<file path="config.mk">
export PLATFORM = sky130hd
export DESIGN_NAME = stream_substring_replace_core
export DESIGN_NICKNAME = d
export VERILOG_FILES = /design/src/sv/ssr_pkg.sv /design/src/sv/stream_substring_replace_core.sv /design/src/sv/ssr_front.sv /design/src/sv/ssr_queue.sv /design/src/sv/ssr_back.sv
export SDC_FILE = /design/constraint.sdc
export NUM_CORES = 1
export LEC_CHECK = 0
export ABC_CLOCK_PERIOD_IN_PS = 7520
export BUFFER_PORTS_ARGS = -buffer_cell sky130_fd_sc_hd__buf_2
export CAP_MARGIN = 20
export CORE_ASPECT_RATIO = 0.6
export CORE_MARGIN = 2
export CORE_UTILIZATION = 55
export DETAILED_ROUTE_END_ITERATION = 10
export PLACE_DENSITY = 0.73
export RECOVER_POWER = 50
export SYNTH_ARGS = -nofsm -noshare
export SYNTH_HDL_FRONTEND = slang
export SYNTH_SLANG_ARGS = --single-unit
</file>
<file path="constraint.sdc">
create_clock -name aclk -period 7.52 [get_ports aclk]
set_input_delay 0.376 -clock aclk [delete_from_list [all_inputs] [get_ports aclk]]
set_output_delay 0.376 -clock aclk [all_outputs]
set_load 0.005 [all_outputs]
</file>
<file path="src/sv/ssr_pkg.sv">
// shared types and constants of the stream substring replace block
`timescale 1ns / 1ps
package ssr_pkg;

    localparam int MAX_PATTERN_BYTES_DEF = 8;
    localparam int REPL_MAX              = 8;
    localparam int DATA_W                = 64;
    localparam int CNT_W                 = 4;
    localparam int CFG_IDX_W             = 4;
    localparam int QUEUE_DEPTH           = 2;

    localparam logic [CFG_IDX_W-1:0] CFG_PATTERN_BYTES      = 4'd0;
    localparam logic [CFG_IDX_W-1:0] CFG_PATTERN_LENGTH     = 4'd1;
    localparam logic [CFG_IDX_W-1:0] CFG_REPLACEMENT_BYTES  = 4'd2;
    localparam logic [CFG_IDX_W-1:0] CFG_REPLACEMENT_LENGTH = 4'd3;

    // one emit job: cnt bytes of data, lowest byte first
    typedef struct packed {
        logic [DATA_W-1:0] data;
        logic [CNT_W-1:0]  cnt;
        logic              last;
        logic              any;
    } cmd_t;

endpackage

</file>
<file path="src/sv/stream_substring_replace_core.sv">
// top level of the streaming find-and-replace block
//
// text enters on the s_ channel one byte per word, s_tlast on the final byte
// of a text. results leave on the m_ channel: m_tdata holds the byte,
// m_tuser[0] says a byte is present, m_tuser[1] says on the last word that
// the text had at least one replacement, m_tlast closes the text.
// the cfg channel writes pattern bytes, pattern length, replacement bytes
// and replacement length at indexes 0 to 3; other indexes are ignored.
// cfg_ready is always high; write only while the block is idle.
// a result word passes through the job queue and then the output register.
// throughput: one input word per cycle while results keep pace; an input
// word that causes n results holds the serializer for n words (one for
// an empty closing word), and the two-entry job queue then fills and drops s_tready.
// the output register lets a new word be taken while a result waits.
// a stalled m_tready holds the output word and, once the queue is full,
// the input. reset clears the config registers, window fill and queue.
`timescale 1ns / 1ps
module stream_substring_replace_core #(
    parameter int MAX_PATTERN_BYTES = ssr_pkg::MAX_PATTERN_BYTES_DEF
) (
    input  logic                          aclk,
    input  logic                          aresetn,
    input  logic                          s_tvalid,
    output logic                          s_tready,
    input  logic [7:0]                    s_tdata,   // text_byte
    input  logic                          s_tlast,
    output logic                          m_tvalid,
    input  logic                          m_tready,
    output logic [7:0]                    m_tdata,   // out_byte
    output logic                          m_tlast,
    output logic [1:0]                    m_tuser,   // byte_present, any_replaced
    input  logic                          cfg_valid,
    output logic                          cfg_ready,
    input  logic [ssr_pkg::CFG_IDX_W-1:0] cfg_index,
    input  logic [ssr_pkg::DATA_W-1:0]    cfg_data
);
    import ssr_pkg::*;

    logic q_full, push, pop, head_valid;
    cmd_t push_cmd, head_cmd;

    ssr_front #(
        .MAX_PATTERN_BYTES(MAX_PATTERN_BYTES)
    ) u_front (
        .aclk      (aclk),
        .aresetn   (aresetn),
        .s_tvalid  (s_tvalid),
        .s_tready  (s_tready),
        .s_tdata   (s_tdata),
        .s_tlast   (s_tlast),
        .cfg_valid (cfg_valid),
        .cfg_ready (cfg_ready),
        .cfg_index (cfg_index),
        .cfg_data  (cfg_data),
        .q_full    (q_full),
        .push      (push),
        .push_cmd  (push_cmd)
    );

    ssr_queue #(
        .DEPTH(QUEUE_DEPTH)
    ) u_queue (
        .aclk       (aclk),
        .aresetn    (aresetn),
        .push       (push),
        .push_cmd   (push_cmd),
        .full       (q_full),
        .pop        (pop),
        .head_valid (head_valid),
        .head_cmd   (head_cmd)
    );

    ssr_back u_back (
        .aclk       (aclk),
        .aresetn    (aresetn),
        .head_valid (head_valid),
        .head_cmd   (head_cmd),
        .pop        (pop),
        .m_tvalid   (m_tvalid),
        .m_tready   (m_tready),
        .m_tdata    (m_tdata),
        .m_tlast    (m_tlast),
        .m_tuser    (m_tuser)
    );

endmodule

</file>
<file path="src/sv/ssr_front.sv">
// front end: config registers, match window and classification into emit jobs
`timescale 1ns / 1ps
module ssr_front #(
    parameter int MAX_PATTERN_BYTES = ssr_pkg::MAX_PATTERN_BYTES_DEF
) (
    input  logic                         aclk,
    input  logic                         aresetn,
    input  logic                         s_tvalid,
    output logic                         s_tready,
    input  logic [7:0]                   s_tdata,
    input  logic                         s_tlast,
    input  logic                         cfg_valid,
    output logic                         cfg_ready,
    input  logic [ssr_pkg::CFG_IDX_W-1:0] cfg_index,
    input  logic [ssr_pkg::DATA_W-1:0]   cfg_data,
    input  logic                         q_full,
    output logic                         push,
    output ssr_pkg::cmd_t                push_cmd
);
    import ssr_pkg::*;

    localparam int FILL_W = $clog2(MAX_PATTERN_BYTES + 1);
    localparam int IDX_W  = (MAX_PATTERN_BYTES > 1) ? $clog2(MAX_PATTERN_BYTES) : 1;

    logic [DATA_W-1:0] pat_bytes_reg;
    logic [CNT_W-1:0]  pat_len_reg;
    logic [DATA_W-1:0] rep_bytes_reg;
    logic [CNT_W-1:0]  rep_len_reg;

    logic [7:0]        win_reg [MAX_PATTERN_BYTES];
    logic [7:0]        win_next [MAX_PATTERN_BYTES];
    logic [7:0]        win_new [MAX_PATTERN_BYTES];
    logic [FILL_W-1:0] fill_reg, fill_next;
    logic              seen_reg, seen_next;

    logic [FILL_W-1:0] plen, wsize, fill_eff, fill_inc;
    logic [CNT_W-1:0]  rlen;
    logic              full, hit, accept, cfg_wr;

    assign s_tready  = !q_full;
    assign cfg_ready = 1'b1;
    assign accept    = s_tvalid && s_tready;
    assign cfg_wr    = cfg_valid && cfg_ready;

    always_comb begin
        if (pat_len_reg > CNT_W'(MAX_PATTERN_BYTES)) begin
            plen = FILL_W'(MAX_PATTERN_BYTES);
        end else begin
            plen = FILL_W'(pat_len_reg);
        end
        wsize = (plen == '0) ? FILL_W'(1) : plen;
        rlen  = (rep_len_reg > CNT_W'(REPL_MAX)) ? CNT_W'(REPL_MAX) : rep_len_reg;
    end

    always_comb begin
        logic all_eq;
        fill_eff = (fill_reg >= wsize) ? '0 : fill_reg;
        fill_inc = fill_eff + 1'b1;
        full     = (fill_inc == wsize);
        win_new  = win_reg;
        win_new[fill_eff[IDX_W-1:0]] = s_tdata;
        all_eq = 1'b1;
        for (int i = 0; i < MAX_PATTERN_BYTES; i++) begin
            if (FILL_W'(i) < plen && win_new[i] != pat_bytes_reg[8*i +: 8]) begin
                all_eq = 1'b0;
            end
        end
        hit = full && (plen != '0) && all_eq;
    end

    always_comb begin
        push_cmd.data = '0;
        if (hit) begin
            push_cmd.data = rep_bytes_reg;
        end else begin
            for (int i = 0; i < MAX_PATTERN_BYTES; i++) begin
                push_cmd.data[8*i +: 8] = win_new[i];
            end
        end
        if (hit) begin
            push_cmd.cnt = rlen;
        end else if (full) begin
            push_cmd.cnt = s_tlast ? CNT_W'(wsize) : CNT_W'(1);
        end else begin
            push_cmd.cnt = s_tlast ? CNT_W'(fill_inc) : '0;
        end
        push_cmd.last = s_tlast;
        push_cmd.any  = seen_reg || hit;
        push = accept && (push_cmd.cnt != '0 || s_tlast);
    end

    always_comb begin
        fill_next = fill_reg;
        seen_next = seen_reg;
        win_next  = win_reg;
        if (accept) begin
            win_next = win_new;
            if (s_tlast || hit) begin
                fill_next = '0;
            end else if (full) begin
                fill_next = wsize - 1'b1;
                for (int i = 0; i < MAX_PATTERN_BYTES - 1; i++) begin
                    win_next[i] = win_new[i + 1];
                end
            end else begin
                fill_next = fill_inc;
            end
            seen_next = s_tlast ? 1'b0 : (seen_reg || hit);
        end
        if (cfg_wr && cfg_index == CFG_PATTERN_LENGTH) begin
            fill_next = '0;
        end
    end

    always_ff @(posedge aclk) begin
        if (!aresetn) begin
            pat_bytes_reg <= '0;
            pat_len_reg   <= '0;
            rep_bytes_reg <= '0;
            rep_len_reg   <= '0;
            fill_reg      <= '0;
            seen_reg      <= 1'b0;
        end else begin
            fill_reg <= fill_next;
            seen_reg <= seen_next;
            if (cfg_wr) begin
                unique case (cfg_index)
                    CFG_PATTERN_BYTES:      pat_bytes_reg <= cfg_data;
                    CFG_PATTERN_LENGTH:     pat_len_reg   <= cfg_data[CNT_W-1:0];
                    CFG_REPLACEMENT_BYTES:  rep_bytes_reg <= cfg_data;
                    CFG_REPLACEMENT_LENGTH: rep_len_reg   <= cfg_data[CNT_W-1:0];
                    default: begin
                    end
                endcase
            end
        end
    end

    // window contents need no reset
    always_ff @(posedge aclk) begin
        win_reg <= win_next;
    end

endmodule

</file>
<file path="src/sv/ssr_queue.sv">
// short job queue between front end and output serializer
`timescale 1ns / 1ps
module ssr_queue #(
    parameter int DEPTH = ssr_pkg::QUEUE_DEPTH
) (
    input  logic          aclk,
    input  logic          aresetn,
    input  logic          push,
    input  ssr_pkg::cmd_t push_cmd,
    output logic          full,
    input  logic          pop,
    output logic          head_valid,
    output ssr_pkg::cmd_t head_cmd
);
    import ssr_pkg::*;

    localparam int PTR_W = (DEPTH > 1) ? $clog2(DEPTH) : 1;
    localparam int CNT_QW = $clog2(DEPTH + 1);

    cmd_t              mem_reg [DEPTH];
    logic [PTR_W-1:0]  wr_ptr_reg, rd_ptr_reg;
    logic [CNT_QW-1:0] count_reg;
    logic              do_pop;

    assign full       = (count_reg == CNT_QW'(DEPTH));
    assign head_valid = (count_reg != '0);
    assign head_cmd   = mem_reg[rd_ptr_reg];
    assign do_pop     = pop && head_valid;

    function automatic logic [PTR_W-1:0] ptr_inc(input logic [PTR_W-1:0] p);
        return (p == PTR_W'(DEPTH - 1)) ? '0 : p + 1'b1;
    endfunction

    always_ff @(posedge aclk) begin
        if (!aresetn) begin
            wr_ptr_reg <= '0;
            rd_ptr_reg <= '0;
            count_reg  <= '0;
        end else begin
            if (push) begin
                wr_ptr_reg <= ptr_inc(wr_ptr_reg);
            end
            if (do_pop) begin
                rd_ptr_reg <= ptr_inc(rd_ptr_reg);
            end
            if (push && !do_pop) begin
                count_reg <= count_reg + 1'b1;
            end else if (!push && do_pop) begin
                count_reg <= count_reg - 1'b1;
            end
        end
    end

    always_ff @(posedge aclk) begin
        if (push) begin
            mem_reg[wr_ptr_reg] <= push_cmd;
        end
    end

endmodule

</file>
<file path="src/sv/ssr_back.sv">
// back end: serializes emit jobs into output words through an output register
`timescale 1ns / 1ps
module ssr_back (
    input  logic          aclk,
    input  logic          aresetn,
    input  logic          head_valid,
    input  ssr_pkg::cmd_t head_cmd,
    output logic          pop,
    output logic          m_tvalid,
    input  logic          m_tready,
    output logic [7:0]    m_tdata,
    output logic          m_tlast,
    output logic [1:0]    m_tuser
);
    import ssr_pkg::*;

    localparam int IDX_W = CNT_W - 1;

    logic [IDX_W-1:0] idx_reg;
    logic [IDX_W-1:0] idx_last;
    logic             out_valid_reg;
    logic [7:0]       out_byte_reg;
    logic             out_present_reg, out_last_reg, out_any_reg;
    logic             advance, present, at_end;
    logic [CNT_W-1:0] cnt_m1;

    assign present  = (head_cmd.cnt != '0);
    assign cnt_m1   = head_cmd.cnt - 1'b1;
    assign idx_last = present ? cnt_m1[IDX_W-1:0] : '0;
    assign at_end   = (idx_reg == idx_last);
    assign advance  = head_valid && (!out_valid_reg || m_tready);
    assign pop      = advance && at_end;

    assign m_tvalid = out_valid_reg;
    assign m_tdata  = out_byte_reg;
    assign m_tlast  = out_last_reg;
    assign m_tuser  = {out_any_reg, out_present_reg};

    always_ff @(posedge aclk) begin
        if (!aresetn) begin
            out_valid_reg <= 1'b0;
            idx_reg       <= '0;
        end else if (advance) begin
            out_valid_reg <= 1'b1;
            idx_reg       <= at_end ? '0 : idx_reg + 1'b1;
        end else if (m_tready) begin
            out_valid_reg <= 1'b0;
        end
    end

    always_ff @(posedge aclk) begin
        if (advance) begin
            out_byte_reg    <= present ? head_cmd.data[{idx_reg, 3'b000} +: 8] : 8'h00;
            out_present_reg <= present;
            out_last_reg    <= head_cmd.last && at_end;
            out_any_reg     <= head_cmd.last && at_end && head_cmd.any;
        end
    end

endmodule

</file>
==> Implementation_results.wiki, run 1 <==
{| class="wikitable"
! Metric !! Value
|-
| Outcome || finished with violations
|-
| Core footprint || 32200 sq um
|-
| Final nets || 1856
|-
| Wire length of the first global-routing pass || 82700 um
|-
| Final Total Pwr || 0.00590 W
|-
| Count leader, synth || sky130_fd_sc_hd__nand2_1
|-
| Final critical-path share of the clock period || 91.7%
|-
| Data arrival time at the worst-slack endpoint || 7.14 ns
|-
| Slew @ Worst Pin || 3.23 ns
|-
| Count of flip-flops with a built-in enable after synthesis || 215
|-
| Deepest level of the CTS H-tree || 2
|-
| CTS tree || built
|-
| Relative max-transition margin || -115%
|-
| Detailed-route wire length per cell || 25.3 um
|-
| Fraction of layout instances using a drive strength above 1 || 13.9%
|-
| Number of distinct standard cells referenced by the synthesized netlist || 68
|-
| CP startpoint || u_front.pat_len_reg[3]
|-
| Peak supply drop || 0.000198 V
|-
| Number of global-route vias before repair || 12900
|-
| Total of warnings raised by yosys || 0
|-
| Pwr Density || 296 nW/um^2
|-
| Die span in y || 144 um
|-
| Worst-skew pair later-pin latency || 0.55 ns
|-
| Maximum number of pins on one net before global-route repair || 90
|-
| Largest fanout on the critical path || 51
|-
| Final GP Congestion || 0.985
|-
| Number of buffers on the longest clock path || 3
|-
| Half-perimeter wire length after placement || 38900 um
|-
| Type of the most critical hold path || input pin to register
|-
| Slowest cell on the critical path || sky130_fd_sc_hd__nor2_1
|-
| Required time of the critical path || 7.77 ns
|-
| Hold Startpoint || cfg_data[49]
|-
| Failing checks || capacitance limit, slew limit
|-
| X dimension of the die || 237 um
|-
| Diodes inserted || 0
|-
| List of most frequent post-synthesis cells || sky130_fd_sc_hd__nand2_1 (343), sky130_fd_sc_hd__edfxtp_1 (215), sky130_fd_sc_hd__a21boi_0 (151)
|-
| Commonest register cell after synthesis || sky130_fd_sc_hd__edfxtp_1
|-
| Sequential fraction of the synthesis area || 53.0%
|-
| Number of CTS-inserted buffers || 35
|-
| Crit start category || register
|-
| Post-synth net total || 1802
|-
| Gate family responsible for the most delay along the worst path || simple AND/OR/NAND/NOR gates
|-
| Number of setup violations in the final report || 0
|-
| Clock sink count || 365
|-
| Port bufs || 94
|-
| Vias after detailed routing || 14200
|-
| Number of flip-flops under the largest register name || 140
|-
| Count of antenna-violating nets left after detailed routing || 0
|-
| Synth area leaders || sky130_fd_sc_hd__edfxtp_1 (36%), sky130_fd_sc_hd__dfxtp_1 (17%), sky130_fd_sc_hd__nand2_1 (7.2%), sky130_fd_sc_hd__a21boi_0 (6.4%), sky130_fd_sc_hd__mux4_2 (5.0%)
|-
| Number of primary I/O pins || 96
|-
| Fraction of post-synthesis cell area in the top cell type by area || 36.2%
|-
| Average instance area after synthesis || 10.4 sq um
|-
| Overall fraction of global-route tracks in use || 33.0%
|-
| Post-CTS setup-driven buffer insertion count || 0
|-
| Max-capacitance violation count || 5
|-
| Min cycle time layout || 6.89 ns
|-
| Synthesized instance count || 1712
|-
| Reg-to-reg critical path startpoint || u_front.pat_len_reg[3]
|-
| Clock input transition at the sequential cells of the worst setup and hold paths || 0.07 ns
|-
| Timing-limited maximum frequency || 0.145 GHz
|-
| Largest stage delay on the critical path || 0.67 ns
|-
| Least setup slack across all paths after layout || 0.626 ns
|-
| Effective utilization at floorplan || 55.5%
|-
| Cells resized by post-CTS repair || 0
|-
| Final number of max-transition violations || 260
|-
| Remaining Overflow, GRT || 0
|-
| DR pass1 iterations || 7
|-
| Number of remaining DRC errors || 0
|-
| Critical Setup Path Class || register to register
|-
| Worst slack, placed || 1.25 ns
|-
| Cts-stage hold buffer count || 0
|-
| Row count || 51
|-
| Layout Area Growth over Synthesis || 11.6%
|-
| Clock root cell || sky130_fd_sc_hd__clkbuf_16
|-
| Cell accounting for the most synthesized area || sky130_fd_sc_hd__edfxtp_1
|-
| Post-synthesis instance area || 17800 sq um
|-
| Detailed router's first-iteration violation count || 1817
|-
| Cells along the critical path || inv_1 > o21ai_0 > inv_1 > ha_1 > nor3b_1 > o21ai_0 > clkbuf_1 > nor2_1 > a21oi_1 > a221o_1 > or4_1 > o31ai_1 > nand3_4 > buf_4 > a21oi_1
|-
| Async set-or-reset flop fraction in the synthesized netlist || 0%
|-
| Area of the die || 33900 sq um
|-
| Number of antenna violations at the first check in global routing || 3
|-
| Drt total wl || 56100 um
|-
| Total Negative Setup Slacks || 0 ns
|-
| Leakage power total || 7.07 nW
|-
| Number of vias per cell after detailed routing || 6.39
|-
| Final Hold Fails || 0
|-
| Worst path buffer plus inverter count || 4
|-
| Final clock skew || 0.0283 ns
|-
| Post-synthesis register bit count || 365
|-
| Crit end category || register
|-
| Unrepaired setup endpoints after global routing || false
|}
[cells in the final DEF (no fill, tap or decap), types with 23 or more instances in the layout]
master	instances
sky130_fd_sc_hd__or2_1	23
sky130_fd_sc_hd__a31oi_1	43
sky130_fd_sc_hd__buf_4	29
sky130_fd_sc_hd__a21boi_0	151
sky130_fd_sc_hd__xnor2_1	51
sky130_fd_sc_hd__inv_1	35
sky130_fd_sc_hd__edfxtp_1	215
sky130_fd_sc_hd__a21oi_1	83
sky130_fd_sc_hd__mux2i_1	35
sky130_fd_sc_hd__xor2_1	46
sky130_fd_sc_hd__dfxtp_1	149
sky130_fd_sc_hd__o21ai_0	26
sky130_fd_sc_hd__nand2_1	342
sky130_fd_sc_hd__mux4_2	40
sky130_fd_sc_hd__nor2_1	104
sky130_fd_sc_hd__buf_2	84
sky130_fd_sc_hd__nand3_1	40
sky130_fd_sc_hd__clkbuf_16	35
sky130_fd_sc_hd__nor2b_1	24
[cell type report]
cell class,count,area [sq um]
Multi-Input combinational cell,1201,7820
Clock buffer,37,883
Timing Repair Buffer,127,707
Sequential cell,365,9460
Clock inverter,27,367
Fill cell,2604,12300
Tap cell,424,531
Inverter,36,135
[final timing paths]
path,slack [ns],cells past startpoint,end
max,0.63,15,u_queue.mem_reg[1][46]
max reg2reg,0.63,15,u_queue.mem_reg[1][46]
min reg2reg,0.47,2,u_front.rep_bytes_reg[59]
min,0.08,3,u_front.pat_bytes_reg[49]
[per-layer routing]
layer / up-vias / GRT usage, % / routed length (um)
li1: 6238 / - / -
met1: 6869 / 49.2 / 23700
met2: 949 / 47.7 / 23200
met3: 114 / 8.89 / 7840
met4: 4 / 8.36 / 1360
met5: - / 0 / 27
[worst register-to-register path: cells and delay by family (launching register included)]
kind	cells	cell delay, ns
AO/OA/AOI/OAI	6	2.20
adder cells (fa/ha/maj)	1	0.31
buffers and inverters	4	1.20
flip-flops	1	0.50
AND/OR/NAND/NOR	4	2.38
[where the power goes]
| part | internal [W] | leakage, nW | switching [W] | total [W] |
|---|---|---|---|---|
| logic | 0.000509 | 3.23 | 0.000714 | 0.00122 |
| registers | 0.00251 | 3.24 | 0.000207 | 0.00272 |
| clock network | 0.00114 | 0.600 | 0.000814 | 0.00196 |
| total | 0.00417 | 7.07 | 0.00173 | 0.00590 |
[cells by family (layout without fill, tap and decap cells)]
logic type	Yosys count	count (layout)	share of synthesized area, %
muxes	81	81	7.46
xor gates and xnor gates	97	97	4.76
buffers and inverters	146	227	3.35
adders and majority gates	8	8	0.561
AOI/OAI and AO/OA	380	380	15.0
DFF	365	365	53.0
other	1	1	0.0210
and+or+nand+nor	634	634	15.8
[per-stage QoR]
step | area (sq um) | hold slack (ns) | instances | utilization (%)
floorplan | 17800 | 0.441 | 1712 | -
CTS | 19900 | 0.0721 | 2217 | 62.0
global placement | 18700 | 0.455 | 2153 | 58.1
global route | 19900 | 0.0910 | 2217 | 61.9
finish | 19900 | 0.0838 | 2217 | 61.9
detailed placement | 18700 | 0.461 | 2153 | 58.1
Note: power is estimated with default switching activity, not from simulation.
==> run 2: changes to the inputs <==
--- a/config.mk
+++ b/config.mk
@@ -5,7 +5,6 @@
 export SDC_FILE = /design/constraint.sdc
 export NUM_CORES = 1
 export LEC_CHECK = 0
-export ABC_CLOCK_PERIOD_IN_PS = 7520
 export BUFFER_PORTS_ARGS = -buffer_cell sky130_fd_sc_hd__buf_2
 export CAP_MARGIN = 20
 export CORE_ASPECT_RATIO = 0.6
==> constraint.sdc (replaced) <==
create_clock -name aclk -period 7.52 [get_ports aclk]
set_input_delay 1.504 -clock aclk [delete_from_list [all_inputs] [get_ports aclk]]
set_output_delay 1.504 -clock aclk [all_outputs]
set_load 0.005 [all_outputs]
==> Implementation_results.wiki, run 2 (synthesis results as in run 1) <==
{| class="wikitable"
! Metric !! Value
|-
| Outcome || finished with violations
|-
| Failing checks || capacitance limit, slew limit
|-
| FILL cells || 2681
|-
| Critical Setup Path Class || register to register
|-
| Crit start category || register
|-
| Number of CTS-inserted buffers || 35
|-
| Layout Area Growth over Synthesis || 11.6%
|-
| Worst path buffer plus inverter count || 4
|-
| DR pass1 iterations || 5
|-
| Effective utilization at floorplan || 55.5%
|-
| Min cycle time layout || 6.41 ns
|-
| Vias after detailed routing || 14100
|-
| Cts-stage hold buffer count || 0
|-
| Unrepaired setup endpoints after global routing || false
|-
| Total Negative Setup Slacks || 0 ns
|-
| Fraction of layout instances using a drive strength above 1 || 13.4%
|-
| Half-perimeter wire length after placement || 38300 um
|-
| Net Switching || 0.00171 W
|-
| Number of remaining DRC errors || 0
|-
| Final Hold Fails || 0
|-
| Net Sw Frac || 29.1%
|-
| Data arrival time at the worst-slack endpoint || 6.39 ns
|-
| Most common library cell in the layout ignoring fill and taps || sky130_fd_sc_hd__nand2_1
|-
| Overall fraction of global-route tracks in use || 32.3%
|-
| Number of buffers on the longest clock path || 3
|-
| Cells along the critical path || nor2_1 > o21ai_0 > inv_1 > ha_1 > nor3b_1 > o21ai_0 > clkbuf_1 > nor2_1 > a21oi_1 > a221o_1 > or4_1 > o31a_1 > o221ai_1 > clkbuf_1 > nor2_1 > clkbuf_2
|-
| CTS tree || built
|-
| Fraction of power consumed by combinational cells || 20.8%
|-
| Type of the most critical hold path || register to register
|-
| Final clock skew || 0.0234 ns
|-
| Placed cell count || 2153
|-
| Leakage power total || 7.08 nW
|-
| Final nets || 1856
|-
| Slew @ Worst Pin || 4.16 ns
|-
| Number of vias per cell after detailed routing || 6.37
|-
| Number of primary I/O pins || 96
|-
| Most frequent cell on the critical path || sky130_fd_sc_hd__nor2_1
|-
| Crit end category || register
|-
| Count of non-filler cells in the finished layout || 2219
|-
| Largest stage delay on the critical path || 0.79 ns
|-
| Maximum number of pins on one net before global-route repair || 83
|-
| X dimension of the die || 237 um
|-
| Number of setup violations in the final report || 0
|-
| Number of global-route vias before repair || 13100
|-
| Most frequent cells in the layout || sky130_fd_sc_hd__nand2_1 (342), sky130_fd_sc_hd__edfxtp_1 (215), sky130_fd_sc_hd__a21boi_0 (151), sky130_fd_sc_hd__dfxtp_1 (149), sky130_fd_sc_hd__nor2_1 (106)
|-
| Port bufs || 94
|-
| Row count || 51
|-
| Area of the die || 33900 sq um
|-
| Relative max-transition margin || -178%
|-
| Clock input transition at the sequential cells of the worst setup and hold paths || 0.06 ns
|-
| Internal power contribution || 0.00415 W
|-
| Slowest cell on the critical path || sky130_fd_sc_hd__clkbuf_2
|-
| Cells resized by post-CTS repair || 0
|-
| Largest fanout on the critical path || 55
|-
| Drt total wl || 54700 um
|-
| Detailed router's first-iteration violation count || 1835
|-
| Required time of the critical path || 7.50 ns
|-
| Deepest level of the CTS H-tree || 2
|-
| Clock root cell || sky130_fd_sc_hd__clkbuf_16
|-
| Number of flip-flops under the largest register name || 140
|-
| Die span in y || 144 um
|-
| Worst-skew pair later-pin latency || 0.55 ns
|-
| Remaining Overflow, GRT || 0
|-
| Final number of max-transition violations || 218
|-
| Timing-limited maximum frequency || 0.156 GHz
|-
| Post-CTS setup-driven buffer insertion count || 0
|-
| Core footprint || 32200 sq um
|-
| Pwr Density || 294 nW/um^2
|-
| Final critical-path share of the clock period || 85.2%
|-
| Gate family responsible for the most delay along the worst path || simple AND/OR/NAND/NOR gates
|-
| Share of power burned in the clock network || 33.0%
|-
| Clock sink count || 365
|-
| Final GP Congestion || 0.966
|-
| Peak supply drop || 0.000174 V
|-
| Wire length of the first global-routing pass || 81400 um
|-
| Count of antenna-violating nets left after detailed routing || 0
|-
| Max-capacitance violation count || 3
|-
| Power share of the sequential group || 46.2%
|-
| Number of antenna violations at the first check in global routing || 6
|-
| Detailed-route wire length per cell || 24.6 um
|}
## run 2: power groups by stage
stage | clock, W | sequential, W | combinational, W
floorplan | 0 | 0.00265 | 0.000819
global placement | 0 | 0.00272 | 0.00117
detailed placement | 0 | 0.00272 | 0.00120
CTS | 0.00195 | 0.00269 | 0.00121
global route | 0.00203 | 0.00272 | 0.00130
finish | 0.00193 | 0.00271 | 0.00122
## run 2: routing by layer
layer / vias to the layer above / GRT usage [%] / routed length [um]
met3: 128 / 9.74 / 7560
met5: - / 0 / 25
met4: 4 / 8.86 / 1370
met1: 6809 / 47.9 / 23300
li1: 6251 / - / -
met2: 949 / 45.7 / 22400
## run 2: cell type report
type | instances | area (sq um) | share of cell area, %
tap | 424 | 531 | 2.66
timing repair buffer | 127 | 703 | 3.53
antenna | 2 | 5.00 | 0.0251
clock buffer | 46 | 1060 | 5.31
inverter | 36 | 135 | 0.679
clock inverter | 18 | 201 | 1.01
sequential | 365 | 9460 | 47.5
multi-input combinational | 1201 | 7820 | 39.3
## run 2: worst min-delay path, delay by kind of cell, from the launching register on
kind | cells | cell delay, ns
compound gates | 1 | 0.06
flops | 1 | 0.31
simple gates | 1 | 0.05
## run 2: final timing paths
path / startpoint / endpoint / slack, ns / cells past startpoint
setup / recovery: u_front.pat_len_reg[1] / u_queue.mem_reg[1][25] / 1.11 / 16
setup reg to reg: u_front.pat_len_reg[1] / u_queue.mem_reg[1][25] / 1.11 / 16
hold / removal: u_front.rep_bytes_reg[37] / u_front.rep_bytes_reg[37] / 0.47 / 2
hold reg to reg: u_front.rep_bytes_reg[37] / u_front.rep_bytes_reg[37] / 0.47 / 2
## run 2: through the flow
step                hold slack (ns)  setup WS (ns)  util [%]  instance area, sq um  power [W]
floorplan                     0.441          0.588         -                 17800    0.00347
CTS                           0.470           1.70      62.1                 20000    0.00584
global route                  0.503          0.869      61.9                 19900    0.00605
finish                        0.469           1.11      61.9                 19900    0.00586
global placement              0.454           1.59      58.2                 18700    0.00389
detailed placement            0.460           1.50      58.2                 18700    0.00392
==> run 3: changes to the inputs <==
--- a/config.mk
+++ b/config.mk
@@ -11,7 +11,7 @@
 export CORE_MARGIN = 2
 export CORE_UTILIZATION = 55
 export DETAILED_ROUTE_END_ITERATION = 10
-export PLACE_DENSITY = 0.73
+export PLACE_DENSITY = 0.83
 export RECOVER_POWER = 50
 export SYNTH_ARGS = -nofsm -noshare
 export SYNTH_HDL_FRONTEND = slang
==> Implementation_results.wiki, run 3 (synthesis results as in run 1) <==
{| class="wikitable"
! Metric !! Value
|-
| Outcome || finished with violations
|-
| Failing checks || capacitance limit, slew limit
|-
| Slowest cell on the critical path || sky130_fd_sc_hd__nor2_1
|-
| Number of setup violations in the final report || 0
|-
| Clock sink count || 365
|-
| Worst Reg-to-Reg Cells || 15
|-
| CTS tree || built
|-
| Final clock skew || 0.0269 ns
|-
| Slew @ Worst Pin || 3.43 ns
|-
| R2r endpoint || u_queue.mem_reg[0][50]
|-
| Timing-limited maximum frequency || 0.154 GHz
|-
| Most frequent cells in the layout || sky130_fd_sc_hd__nand2_1 (342), sky130_fd_sc_hd__edfxtp_1 (215), sky130_fd_sc_hd__a21boi_0 (151), sky130_fd_sc_hd__dfxtp_1 (150), sky130_fd_sc_hd__nor2_1 (105)
|-
| Cells along the critical path || inv_1 > o21ai_0 > inv_1 > ha_1 > nor3b_1 > o21ai_0 > clkbuf_1 > nor2_1 > a21oi_1 > a221o_1 > or4_1 > o31ai_1 > nand3_1 > buf_4 > a21oi_1
|-
| Multi-input logic area || 7810 sq um
|-
| Maximum number of pins on one net before global-route repair || 96
|-
| Port bufs || 94
|-
| Placed cell count || 2146
|-
| Crit start category || register
|-
| Total Negative Setup Slacks || 0 ns
|-
| Number of antenna violations at the first check in global routing || 2
|-
| Final core utilization || 61.5%
|-
| Seq. cell area || 9460 sq um
|-
| Deepest level of the CTS H-tree || 2
|-
| Cells resized by post-CTS repair || 0
|-
| Number of flip-flops under the largest register name || 140
|-
| Clock input transition at the sequential cells of the worst setup and hold paths || 0.07 ns
|-
| Layout Area Growth over Synthesis || 10.9%
|-
| Number of cells on the critical path || 15
|-
| CP startpoint || u_front.pat_len_reg[3]
|-
| Clock root cell || sky130_fd_sc_hd__clkbuf_16
|-
| Worst-skew pair later-pin latency || 0.55 ns
|-
| Count of non-filler cells in the finished layout || 2212
|-
| Drt total wl || 55400 um
|-
| Count of antenna-violating nets left after detailed routing || 0
|-
| Detailed router's first-iteration violation count || 2244
|-
| Number of primary I/O pins || 96
|-
| Final critical-path share of the clock period || 86.3%
|-
| Post-CTS setup-driven buffer insertion count || 0
|-
| Fraction of layout instances using a drive strength above 1 || 13.2%
|-
| Number of global-route vias before repair || 13200
|-
| Number of buffers on the longest clock path || 3
|-
| Relative max-transition margin || -129%
|-
| FILL cells || 2631
|-
| Core footprint || 32200 sq um
|-
| Number of remaining DRC errors || 0
|-
| Gate family responsible for the most delay along the worst path || simple AND/OR/NAND/NOR gates
|-
| Required time of the critical path || 7.77 ns
|-
| Remaining Overflow, GRT || 0
|-
| Largest fanout on the critical path || 49
|-
| Die span in y || 144 um
|-
| Number of CTS-inserted buffers || 35
|-
| Area of the die || 33900 sq um
|-
| Data arrival time at the worst-slack endpoint || 6.74 ns
|-
| Reg-to-reg critical path startpoint || u_front.pat_len_reg[3]
|-
| Vias after detailed routing || 14300
|-
| Worst R2R Setup Slack || 1.03 ns
|-
| Number of vias per cell after detailed routing || 6.46
|-
| Effective utilization at floorplan || 55.5%
|-
| Crit end category || register
|-
| Final Hold Fails || 0
|-
| Wire length of the first global-routing pass || 82300 um
|-
| Pwr Density || 290 nW/um^2
|-
| X dimension of the die || 237 um
|-
| Row count || 51
|-
| Max-capacitance violation count || 3
|-
| Peak supply drop || 0.000152 V
|-
| Final GP Congestion || 1.00
|-
| Leakage power total || 7.01 nW
|-
| Cts-stage hold buffer count || 0
|-
| Final nets || 1850
|-
| Unrepaired setup endpoints after global routing || false
|-
| Half-perimeter wire length after placement || 39000 um
|-
| Hold Startpoint || u_front.rep_bytes_reg[27]
|-
| Worst path buffer plus inverter count || 4
|-
| Final number of max-transition violations || 216
|-
| DR pass1 iterations || 9
|-
| Detailed-route wire length per cell || 25.0 um
|-
| Most common library cell in the layout ignoring fill and taps || sky130_fd_sc_hd__nand2_1
|-
| Endpoint of the worst setup timing path || u_queue.mem_reg[0][50]
|-
| Critical Setup Path Class || register to register
|-
| Type of the most critical hold path || register to register
|-
| Largest stage delay on the critical path || 0.63 ns
|-
| Min cycle time layout || 6.49 ns
|-
| Overall fraction of global-route tracks in use || 32.7%
|}
[run 3: cell count changes in the layout (fill, tap and decap cells not counted), moves of 2 or more]
| cell | delta |
|---|---|
| sky130_fd_sc_hd__buf_4 | -3 |
| sky130_fd_sc_hd__clkbuf_8 | +2 |
| sky130_fd_sc_hd__buf_2 | -2 |
| sky130_fd_sc_hd__clkbuf_16 | -4 |
| sky130_fd_sc_hd__clkinv_2 | +2 |
[run 3: stage by stage]
step / setup slack [ns] / power, W / hold slack, ns / instance area, sq um
5_1_grt: 0.874 / 0.00592 / 0.508 / 19800
2_1_floorplan: 0.588 / 0.00347 / 0.441 / 17800
3_3_place_gp: 1.61 / 0.00387 / 0.455 / 18700
4_1_cts: 1.67 / 0.00571 / 0.470 / 19800
6_report: 1.03 / 0.00574 / 0.471 / 19800
3_5_place_dp: 1.54 / 0.00391 / 0.461 / 18700
[run 3: area by class of cell]
type / count / share of cell area (%)
Sequential cell: 365 / 47.8
Multi-Input combinational cell: 1201 / 39.5
Clock buffer: 45 / 5.00
Timing Repair Buffer: 121 / 3.38
Tap cell: 424 / 2.68
Clock inverter: 19 / 0.942
Inverter: 36 / 0.683
Antenna cell: 1 / 0.0126
[run 3: tightest hold or removal path, stage by stage, from the launching register on]
cell	delay, ns
sky130_fd_sc_hd__dfxtp_1	0.31
sky130_fd_sc_hd__nand2_1	0.05
sky130_fd_sc_hd__a21boi_0	0.06
[run 3: layer usage]
metal | wire (um) | GRT usage (%)
met4 | 1840 | 10.7
met1 | 22100 | 47.5
met3 | 9430 | 11.8
met5 | 0 | 0
met2 | 22000 | 45.2
[run 3: how the worst min path moves through the flow]
stage / endpoint / slack [ns] / cells past startpoint
floorplan: u_front.rep_bytes_reg[51] / 0.44 / 2
global placement: u_front.rep_bytes_reg[15] / 0.46 / 2
detailed placement: u_front.rep_bytes_reg[15] / 0.46 / 2
CTS: u_front.rep_bytes_reg[15] / 0.47 / 2
global route: u_front.rep_bytes_reg[14] / 0.51 / 2
finish: u_front.rep_bytes_reg[27] / 0.47 / 2
[run 3: power by group]
part           switching [W]  internal, W  leakage [nW]
combinational       0.000696     0.000496          3.20
sequential          0.000215      0.00251          3.24
clock               0.000780      0.00104         0.580
total                0.00169      0.00405          7.01
